--- src/rbp_pkg.sv ---
// Shared types and constants for the reference-counted buffer pool.
// No dependencies; imported by the controller, datapath and top level.
package rbp_pkg;

  localparam int unsigned POOL_SIZE = 128;
  localparam int unsigned IDX_W     = $clog2(POOL_SIZE);
  localparam int unsigned DEPTH_W   = IDX_W + 1;
  localparam int unsigned CNT_W     = 8;
  localparam int unsigned MODE_W    = 2;
  localparam int unsigned STATUS_W  = 3;

  localparam logic [CNT_W-1:0]   CNT_MAX   = '1;
  localparam logic [DEPTH_W-1:0] DEPTH_MAX = DEPTH_W'(POOL_SIZE);

  typedef enum logic [MODE_W-1:0] {
    MODE_ALLOC   = 2'd0,
    MODE_RETAIN  = 2'd1,
    MODE_RELEASE = 2'd2
  } mode_e;

  typedef enum logic [STATUS_W-1:0] {
    STAT_OK        = 3'd0,
    STAT_EMPTY     = 3'd1,
    STAT_IGNORED   = 3'd2,
    STAT_SATURATED = 3'd3,
    STAT_UNREF     = 3'd4
  } status_e;

  typedef struct packed {
    logic load;
    logic exec;
    logic take;
  } ctl_cmd_t;

  typedef struct packed {
    logic out_full;
  } dp_stat_t;

endpackage

--- src/refcounted_buffer_pool_top.sv ---
// Reference-counted buffer pool: LIFO free stack plus per-buffer counts.
// Each request is captured, its memory words read into registers, then
// executed with write-back; execute waits while the result is stalled.
// Beats are taken only after execute, even while a result waits.
// Reset: pool full with index 127 on top, all counts zero, no warm-up pass.
module refcounted_buffer_pool_top
  import rbp_pkg::*;
(
  input  logic                clk_i,
  input  logic                rst_ni,
  input  logic                in_valid_i,
  output logic                in_stall_o,
  input  logic [MODE_W-1:0]   mode_i,
  input  logic [IDX_W-1:0]    handle_i,
  input  logic                handle_null_i,
  output logic                out_valid_o,
  input  logic                out_stall_i,
  output logic [STATUS_W-1:0] status_o,
  output logic [IDX_W-1:0]    granted_index_o,
  output logic                returned_to_pool_o,
  output logic [CNT_W-1:0]    new_count_o,
  output logic [DEPTH_W-1:0]  free_available_o
);

  ctl_cmd_t cmd;
  dp_stat_t stat;

  rbp_ctrl u_ctrl (
    .clk_i       (clk_i),
    .rst_ni      (rst_ni),
    .in_valid_i  (in_valid_i),
    .in_stall_o  (in_stall_o),
    .out_stall_i (out_stall_i),
    .stat_i      (stat),
    .cmd_o       (cmd)
  );

  rbp_datapath u_dp (
    .clk_i              (clk_i),
    .rst_ni             (rst_ni),
    .cmd_i              (cmd),
    .stat_o             (stat),
    .mode_i             (mode_i),
    .handle_i           (handle_i),
    .handle_null_i      (handle_null_i),
    .out_valid_o        (out_valid_o),
    .status_o           (status_o),
    .granted_index_o    (granted_index_o),
    .returned_to_pool_o (returned_to_pool_o),
    .new_count_o        (new_count_o),
    .free_available_o   (free_available_o)
  );

endmodule

--- src/rbp_ctrl.sv ---
// Request sequencer for the buffer pool: capture, memory read, execute.
// Depends on rbp_pkg; drives commands into rbp_datapath.
module rbp_ctrl
  import rbp_pkg::*;
(
  input  logic     clk_i,
  input  logic     rst_ni,
  input  logic     in_valid_i,
  output logic     in_stall_o,
  input  logic     out_stall_i,
  input  dp_stat_t stat_i,
  output ctl_cmd_t cmd_o
);

  typedef enum logic [2:0] {
    ST_IDLE = 3'b001,
    ST_READ = 3'b010,
    ST_EXEC = 3'b100
  } state_e;

  state_e state_q, state_d;

  always_comb begin
    state_d    = state_q;
    cmd_o.load = 1'b0;
    cmd_o.exec = 1'b0;
    cmd_o.take = stat_i.out_full & ~out_stall_i;
    in_stall_o = 1'b1;
    case (state_q)
      ST_IDLE: begin
        in_stall_o = 1'b0;
        if (in_valid_i) begin
          cmd_o.load = 1'b1;
          state_d    = ST_READ;
        end
      end
      ST_READ: begin
        state_d = ST_EXEC;
      end
      ST_EXEC: begin
        if (!stat_i.out_full || !out_stall_i) begin
          cmd_o.exec = 1'b1;
          state_d    = ST_IDLE;
        end
      end
      default: begin
        state_d = ST_IDLE;
      end
    endcase
  end

  always_ff @(posedge clk_i or negedge rst_ni) begin
    if (!rst_ni) begin
      state_q <= ST_IDLE;
    end else begin
      state_q <= state_d;
    end
  end

endmodule

--- src/rbp_datapath.sv ---
// Free stack, reference count memory, request registers and result register.
// Depends on rbp_pkg; sequenced by rbp_ctrl.
module rbp_datapath
  import rbp_pkg::*;
(
  input  logic                clk_i,
  input  logic                rst_ni,
  input  ctl_cmd_t            cmd_i,
  output dp_stat_t            stat_o,
  input  logic [MODE_W-1:0]   mode_i,
  input  logic [IDX_W-1:0]    handle_i,
  input  logic                handle_null_i,
  output logic                out_valid_o,
  output logic [STATUS_W-1:0] status_o,
  output logic [IDX_W-1:0]    granted_index_o,
  output logic                returned_to_pool_o,
  output logic [CNT_W-1:0]    new_count_o,
  output logic [DEPTH_W-1:0]  free_available_o
);

  logic [IDX_W-1:0] stack_mem [POOL_SIZE];
  logic [CNT_W-1:0] cnt_mem   [POOL_SIZE];
  logic [POOL_SIZE-1:0] stack_vld_q, cnt_vld_q;

  logic [MODE_W-1:0]  mode_q;
  logic [IDX_W-1:0]   handle_q;
  logic               null_q;
  logic [IDX_W-1:0]   stk_addr_q;
  logic [IDX_W-1:0]   stk_rd_q;
  logic               stk_vld_rd_q;
  logic [CNT_W-1:0]   cnt_rd_q;
  logic               cnt_vld_rd_q;
  logic [DEPTH_W-1:0] depth_q, depth_d;

  logic                out_valid_q;
  status_e             status_q, status_d;
  logic [IDX_W-1:0]    granted_q, granted_d;
  logic                returned_q, returned_d;
  logic [CNT_W-1:0]    count_q, count_d;

  logic [IDX_W-1:0] top_idx;
  logic [CNT_W-1:0] cur_cnt;
  logic             cnt_we, stk_we;
  logic [IDX_W-1:0] cnt_waddr;
  logic [CNT_W-1:0] cnt_wdata;

  assign top_idx = stk_vld_rd_q ? stk_rd_q : stk_addr_q;
  assign cur_cnt = cnt_vld_rd_q ? cnt_rd_q : '0;

  always_comb begin
    depth_d    = depth_q;
    status_d   = STAT_OK;
    granted_d  = '0;
    returned_d = 1'b0;
    count_d    = '0;
    cnt_we     = 1'b0;
    stk_we     = 1'b0;
    cnt_waddr  = handle_q;
    cnt_wdata  = '0;
    case (mode_q)
      MODE_ALLOC: begin
        if (depth_q == '0) begin
          status_d = STAT_EMPTY;
        end else begin
          depth_d   = depth_q - DEPTH_W'(1);
          granted_d = top_idx;
          count_d   = CNT_W'(1);
          cnt_we    = 1'b1;
          cnt_waddr = top_idx;
          cnt_wdata = CNT_W'(1);
        end
      end
      MODE_RETAIN: begin
        if (null_q) begin
          status_d = STAT_IGNORED;
        end else if (cur_cnt == CNT_MAX) begin
          status_d = STAT_SATURATED;
          count_d  = CNT_MAX;
        end else begin
          count_d   = cur_cnt + CNT_W'(1);
          cnt_we    = 1'b1;
          cnt_wdata = cur_cnt + CNT_W'(1);
        end
      end
      MODE_RELEASE: begin
        if (null_q) begin
          status_d = STAT_IGNORED;
        end else if (cur_cnt == '0) begin
          status_d = STAT_UNREF;
        end else begin
          count_d   = cur_cnt - CNT_W'(1);
          cnt_we    = 1'b1;
          cnt_wdata = cur_cnt - CNT_W'(1);
          if (cur_cnt == CNT_W'(1) && depth_q < DEPTH_MAX) begin
            stk_we     = 1'b1;
            depth_d    = depth_q + DEPTH_W'(1);
            returned_d = 1'b1;
          end
        end
      end
      default: begin
        status_d = STAT_IGNORED;
      end
    endcase
  end

  always_ff @(posedge clk_i) begin
    if (cmd_i.load) begin
      stk_rd_q <= stack_mem[stk_addr_q];
      cnt_rd_q <= cnt_mem[handle_i];
    end
    if (cmd_i.exec && stk_we) begin
      stack_mem[depth_q[IDX_W-1:0]] <= handle_q;
    end
    if (cmd_i.exec && cnt_we) begin
      cnt_mem[cnt_waddr] <= cnt_wdata;
    end
  end

  always_ff @(posedge clk_i) begin
    if (cmd_i.load) begin
      mode_q       <= mode_i;
      handle_q     <= handle_i;
      null_q       <= handle_null_i;
      stk_vld_rd_q <= stack_vld_q[stk_addr_q];
      cnt_vld_rd_q <= cnt_vld_q[handle_i];
    end
    if (cmd_i.exec) begin
      status_q   <= status_d;
      granted_q  <= granted_d;
      returned_q <= returned_d;
      count_q    <= count_d;
    end
  end

  always_ff @(posedge clk_i or negedge rst_ni) begin
    if (!rst_ni) begin
      stack_vld_q <= '0;
      cnt_vld_q   <= '0;
      depth_q     <= DEPTH_MAX;
      stk_addr_q  <= IDX_W'(POOL_SIZE - 1);
      out_valid_q <= 1'b0;
    end else begin
      if (cmd_i.exec) begin
        depth_q    <= depth_d;
        stk_addr_q <= depth_d[IDX_W-1:0] - IDX_W'(1);
        if (stk_we) begin
          stack_vld_q[depth_q[IDX_W-1:0]] <= 1'b1;
        end
        if (cnt_we) begin
          cnt_vld_q[cnt_waddr] <= 1'b1;
        end
        out_valid_q <= 1'b1;
      end else if (cmd_i.take) begin
        out_valid_q <= 1'b0;
      end
    end
  end

  assign stat_o.out_full    = out_valid_q;
  assign out_valid_o        = out_valid_q;
  assign status_o           = status_q;
  assign granted_index_o    = granted_q;
  assign returned_to_pool_o = returned_q;
  assign new_count_o        = count_q;
  assign free_available_o   = depth_q;

endmodule

--- config.mk ---
export PLATFORM = sky130hd
export DESIGN_NAME = refcounted_buffer_pool_top
export DESIGN_NICKNAME = d
export VERILOG_FILES = /design/src/rbp_pkg.sv /design/src/refcounted_buffer_pool_top.sv /design/src/rbp_ctrl.sv /design/src/rbp_datapath.sv
export SDC_FILE = /design/constraint.sdc
export NUM_CORES = 2
export LEC_CHECK = 0
export ABC_AREA = 1
export BUFFER_PORTS_ARGS = -buffer_cell sky130_fd_sc_hd__buf_4
export CAP_MARGIN = 10
export CORE_MARGIN = 2
export CORE_UTILIZATION = 37
export CTS_CLUSTER_DIAMETER = 120
export CTS_CLUSTER_SIZE = 40
export DETAILED_ROUTE_END_ITERATION = 6
export PLACE_DENSITY = 0.6
export SETUP_SLACK_MARGIN = 0.5
export SLEW_MARGIN = 40
export SYNTH_ARGS = -nofsm -noshare
export SYNTH_HDL_FRONTEND = slang
export SYNTH_HIERARCHICAL = 1
export SYNTH_SLANG_ARGS = --single-unit
--- constraint.sdc ---
create_clock -name clk_i -period 16.8 [get_ports clk_i]
set_input_delay 1.68 -clock clk_i [delete_from_list [all_inputs] [get_ports clk_i]]
set_output_delay 1.68 -clock clk_i [all_outputs]
set_load 0.02 [all_outputs]
# Yosys cells after proc, flatten, opt, wreduce, memory -nomap -nowiden
# Memory sizes are Yosys's and may differ from the RTL's. A register that Yosys moved wholly into a read port is not among the register bits.
# Cells that the tools add are included.
# W data, S select, Z words.
op_classes:
  mux: 56
  bitwise: 5
  n_addsub: 5
  n_lt_le_gt_ge: 7
  reduce_logical: 18
  eq_ne: 13
op_table:
  columns: ["operator", "n"]
  rows:
  - ["$or A128 B128 Y128", 2]
  - ["$mux W8", 11]
  - ["$pmux W8 S3", 2]
  - ["$lt A7 B8 Y1 const B", 4]
  - ["$mux W1", 26]
  - ["$mux W7", 3]
  - ["$pmux W3 S3", 2]
  - ["$add A8 B1 Y8 const B", 2]
  - ["$logic_not A8 Y1", 2]
  - ["$pmux W8 S2", 1]
  - ["$sub A8 B1 Y8 const B", 2]
  - ["$mux W3", 5]
  - ["$bmux W1 S7", 2]
  - ["$demux W1 S7", 2]
  - ["$ge A7 B1 Y1 const B", 2]
  - ["$eq A8 B1 Y1 const B", 1]
  - ["$eq A8 B8 Y1 const B", 1]
  - ["$lt A8 B8 Y1 const B", 1]
  - ["$ne A2 B2 Y1 const B", 4]
  - ["$sub A7 B1 Y7 const B", 1]
  - ["$reduce_and A2 Y1", 3]
  - ["$reduce_and A6 Y1", 1]
  - ["$logic_and A1 B1 Y1", 5]
  - ["$ne A2 B1 Y1 const B", 2]
  - ["other kinds (14)", 17]
totals:
  word_cells: 122
  out_inout_bits: 29
  mem_bits_rw: 1920
  inputBits: 14
  mem_count: 2
  reg_bits: 306
mem_list:
  columns: ["name", "depth", "width", "read_ports", "rd_clocked_by_memory_dff", "wr", "line", "source"]
  rows:
  - ["u_dp.cnt_mem", 128, 8, 1, 1, 1, "rbp_datapath.sv:22", "logic [CNT_W-1:0] cnt_mem [POOL_SIZE];"]
  - ["u_dp.stack_mem", 128, 7, 1, 1, 1, "rbp_datapath.sv:21", "logic [IDX_W-1:0] stack_mem [POOL_SIZE];"]

# Logic depth before layout (Yosys ltp)
logic_depth:
  ltp_word: 10
  depth_mapped: 20
  ltp_nobuf: 19

# By module
# The synthesis kept the hierarchy.
by_module_without_submodules:
  columns: ["mod", "n_inst", "seq_area_each_um2", "cells_per_inst", "area_per_inst_um2"]
  rows:
  - ["rbp_datapath", 1, 65853.2, 7300, 90415.5]
  - ["rbp_ctrl", 1, 76.3, 22, 161.4]

# Worst setup path before layout
# No wires, ideal clock.
synth_timing:
  kind: "register to register"
  start: "reg u_dp.cnt_vld_rd_q"
  end: "mem u_dp.cnt_mem[0][1] (data pin)"
  path_slack_ns: 8.998
  setup_time_ns: 1.224
  stages_incl_launch_ff: 12
  period_less_slack_ns: 7.802
  path_buffers: 1
  required_time_ns: 15.576
  arrival_time_ns: 6.579
  cell_sequence: "edfxtp_1 buf_6 nand2_1 inv_1 ha_1 nand3_1 nor2_1 nand2_1 nor3_1 nand2_1 inv_1 o31ai_1"
synth_between:
  elab_chain_cells: 5
  word_cells_on_any_way: 10
  classes_between: "2 x add/sub; 1 x eq/ne; 6 x mux; 1 x reduce/logical"
synth_rtl:
  columns: ["element", "line", "source"]
  rows:
  - ["from (decl)", "rbp_datapath.sv:32", "logic cnt_vld_rd_q;"]
  - ["from (signal assigned)", "rbp_datapath.sv:126", "cnt_vld_rd_q <= cnt_vld_q[handle_i];"]
  - ["$mux W8 *", "rbp_datapath.sv:48", "assign cur_cnt = cnt_vld_rd_q ? cnt_rd_q : '0;"]
  - ["$sub A8 B1 Y8, or another cell as far along", "rbp_datapath.sv:93", "cnt_wdata = cur_cnt - CNT_W'(1);"]
  - ["$mux W8, on equally long branches", "rbp_datapath.sv:88, rbp_datapath.sv:76", null]
  - ["$mux W8, on equally long branches", "rbp_datapath.sv:86, rbp_datapath.sv:74", null]
  - ["$pmux W8 S3 *", "rbp_datapath.sv:60", "case (mode_q)"]
  - ["named net u_dp.cnt_wdata[1]", "rbp_datapath.sv:45", "logic [CNT_W-1:0] cnt_wdata;"]
  - ["to (decl)", "rbp_datapath.sv:22", null]
# Mark *: on every way through the listed nets, which the timed path passes. The rest lies on a longest branch.

==> key figures <==
Status
  • Status: finished clean

Worst setup path
  • CP required: 17.45 ns
  • R2R Path End: u_dp/cnt_mem[91][3]
  • Crit path arrival time: 5.46 ns
  • R2r startpoint: u_dp/stk_addr_q[1]
  • Reg-to-reg slack, setup: 12.01 ns
  • Reg2reg path depth: 9
  • Crit path from: handle_i[1]
  • Startpoint Class: input port
  • Critical path peak fanout: 114
  • WS Path Type: input port to flop
  • Crit. End Element: flop

Finish
  • Syn-to-layout area delta: 6.46%
  • Final std cells w/o fill: 10,300
  • Post-layout util: 39.6%
  • Layout cells sized above 1: 8.25%
  • Most frequent cells in the layout: edfxtp_1, o21ai_0, nor2_1
  • # nets final: 7,048
  • Post-route cell area: 96,400 µm²
  • Leading cell type in the layout, fill and taps excluded: edfxtp_1

Yosys
  • Synth Flop Type: edfxtp_1
  • Yosys cell types: 49
  • Seq/Total Area, Yosys: 72.8%
  • #FFs+latches synth: 2,241
  • Count of flip-flops with a built-in enable after synthesis: 1,966
  • Ys async rst share: 12.3%
  • Syn. warnings: 6
  • Synth Instances: 7,322
  • Mean Syn Cell Area: 12.4 µm²
  • Mapped Area: 90,600 µm²
  • Syn_nets: 7,343

Floorplanning
  • I/O Pins: 43
  • Die extent in x: 499 µm
  • Die Span Y: 499 µm
  • Rows: 181
  • Die area: 249,000 µm²
  • Core ar.: 243,000 µm²
  • Starting Density: 37.2%

Clock network
  • TritonCTS Sinks: 2,241
  • Clk_lat worst skew: 0.76 ns
  • Reg clk slew, reported paths: 0.15 ns
  • Clk root buf: clkbuf_16
  • Post-CTS Setup Inserts: 0
  • Post-CTS sizing: 0
  • Total CTS buffers: 66
  • Htree depth: 3
  • Clock tree buffer depth: 3
  • Hold buffers post-CTS: 0
  • CTS tree: done

Power and ir drop
  • Part of the power in combinational logic: 27.6%
  • Sequential fraction of design power: 52.9%
  • Pwr Density: 128 nW/µm²
  • Power Internal: 8.04 mW
  • Peak VDD IR: 0.119 mV
  • Fraction of power spent switching nets: 34.6%
  • Leakage: 31.7 nW
  • Clock power share: 19.6%
  • Net Switching: 4.26 mW

Timing
  • Skew final: 0.0736 ns
  • Max transition margin: 38.2%
  • Final Hold Viols: 0
  • Worst Setup Slack, final: 11.99 ns
  • Actual slew at the worst max-slew pin: 0.925 ns
  • Min Tclk post-route: 4.81 ns
  • Fin crit share: 28.6%
  • Final setup violation count: 0
  • Achievable Freq: 0.208 GHz
  • Final setup TNS: 0 ns
  • Slew Viols, Final: 0
  • Unrepaired setup endpoints after global routing: false

GRT
  • First-pass GRT wire length: 367,000 µm
  • Remaining Overflow, GRT: 0
  • GR Util All Layers: 19.1%
  • Vias in the first global route: 55,700
  • Largest net degree at the start of global routing: 225
  • Initial antenna violation count: 4

Placed design
  • Cell count after placement: 10,200
  • Post-DP HPWL: 137,000 µm
  • Final GP Congestion: 0.834
  • Placed Area: 94,200 µm²
  • # port buffers: 42
  • Placement Setup Slack: 11.31 ns

Routing
  • DRC: 0
  • Routed WL: 245,000 µm
  • DR iter-0 viols: 6,920
  • Routed len/inst: 23.8 µm
  • Final ANT Viol Nets: 0
  • Drt first pass iters: 6
  • Via count: 58,300
  • Vias per std cell: 5.67

Min path
  • Worst hold start: u_dp/cnt_vld_q[42]
  • Worst hold path endpoint: u_dp/cnt_vld_q[42]
  • Hold Path Class: flop to flop
  • Min-Delay Path Depth: 1

Flow run
  • Max Cap Viol: 0
worst max-delay path by stage:
stage | end | cells after the start
after floorplan | u_dp/cnt_mem[0][1] | 11
after global placement | u_dp/cnt_rd_q[7] | 13
after detailed placement | u_dp/stack_mem[43][3] | 11
after CTS | u_dp/cnt_mem[95][7] | 12
after global routing | u_dp/stack_mem[46][2] | 13
final | u_dp/cnt_rd_q[7] | 13
power groups by stage:
stage | Combinational [mW] | Clock (mW) | Sequential [mW]
after floorplan | 2.02 | 0 | 6.63
after global placement | 3.27 | 0 | 6.63
after detailed placement | 3.34 | 0 | 6.63
after global routing | 3.68 | 2.62 | 6.52
final | 3.39 | 2.41 | 6.51
after CTS | 3.35 | 2.45 | 6.51
Yosys cell counts, types with 3 or more instances:
master	n	area [µm²]
dfrtp_1	266	6660
or2_1	124	776
nor2_2	5	31.3
o22ai_1	481	3010
clkinv_1	11	41.3
o21bai_1	42	315
or2_2	160	1000
xor2_1	6	52.6
nor3_1	11	55.1
buf_6	5	56.3
nor2_1	1471	5520
inv_1	128	480
nand3_1	115	576
o21ai_4	4	65.1
buf_4	3	22.5
dfstp_2	9	236
nor2_4	5	56.3
buf_2	49	245
nand2_1	197	739
nand4_4	3	63.8
clkbuf_1	436	1640
inv_2	9	33.8
o21ai_0	1425	7130
buf_1	15	56.3
edfxtp_1	1966	59000
xnor2_1	4	35.0
nand4_1	9	56.3
nand4_2	3	37.5
ha_1	7	87.6
a21oi_1	77	385
o211ai_1	230	1730
nand2_2	21	131
final cells by class:
cell class,instances,area [µm²]
well taps,3202,4010
fillers,22800,147000
repair buffers,145,1410
clock buffers,119,1960
clock inverters,2,38.8
flip-flops and latches,2241,65900
multi-input cells,4423,22500
inverters,150,607
diodes,1,2.50
state kept, by name, summed over array words and instances (netlist names), 8 cells and up:
signal                 count
u_dp/cnt_mem            1024
u_dp/cnt_rd_q              8
u_dp/stack_vld_q         128
u_dp/stack_mem           896
u_dp/cnt_vld_q           128
u_dp/new_count_o           8
u_dp/free_available_o      8
worst max-delay path: stages:
cell,delay [ns]
buf_8,0.24
inv_8,0.55
buf_6,0.67
buf_4,0.70
o21ai_0,0.20
o22ai_1,0.14
or2_2,0.13
o211ai_1,0.09
o211ai_1,0.13
nand3_1,0.22
nand2_1,0.24
nand2_1,0.07
nand2_1,0.06
logic make-up (layout without fill, tap and decap cells):
family          Yosys count  after routing  share of synthesized area (%)
flops                  2241           2241                           72.8
fa+ha+maj                 7              7                         0.0967
buf+inv                 658            416                           2.85
other cells               0              1                              0
xor+xnor                 10             10                         0.0967
compound gates         2273           2273                           14.1
simple gates           2133           2133                           10.1
routing by layer:
layer / global-route usage [%] / up-vias / part of all wire [%]
met2: 31.0 / 2204 / 48
met4: 4.65 / 4 / 2.4
li1: - / 26000 / -
met3: 2.59 / 278 / 7.1
met5: 0 / - / 0.0090
met1: 27.2 / 29800 / 43
metrics by stage:
| stage | hold slack, ns | total power, mW |
|---|---|---|
| after global routing | 0.487 | 12.8 |
| final | 0.473 | 12.3 |
| after floorplan | 0.424 | 8.65 |
| after global placement | 0.439 | 9.90 |
| after detailed placement | 0.446 | 9.97 |
| after CTS | 0.477 | 12.3 |
Power figures use the tool's default switching activity.
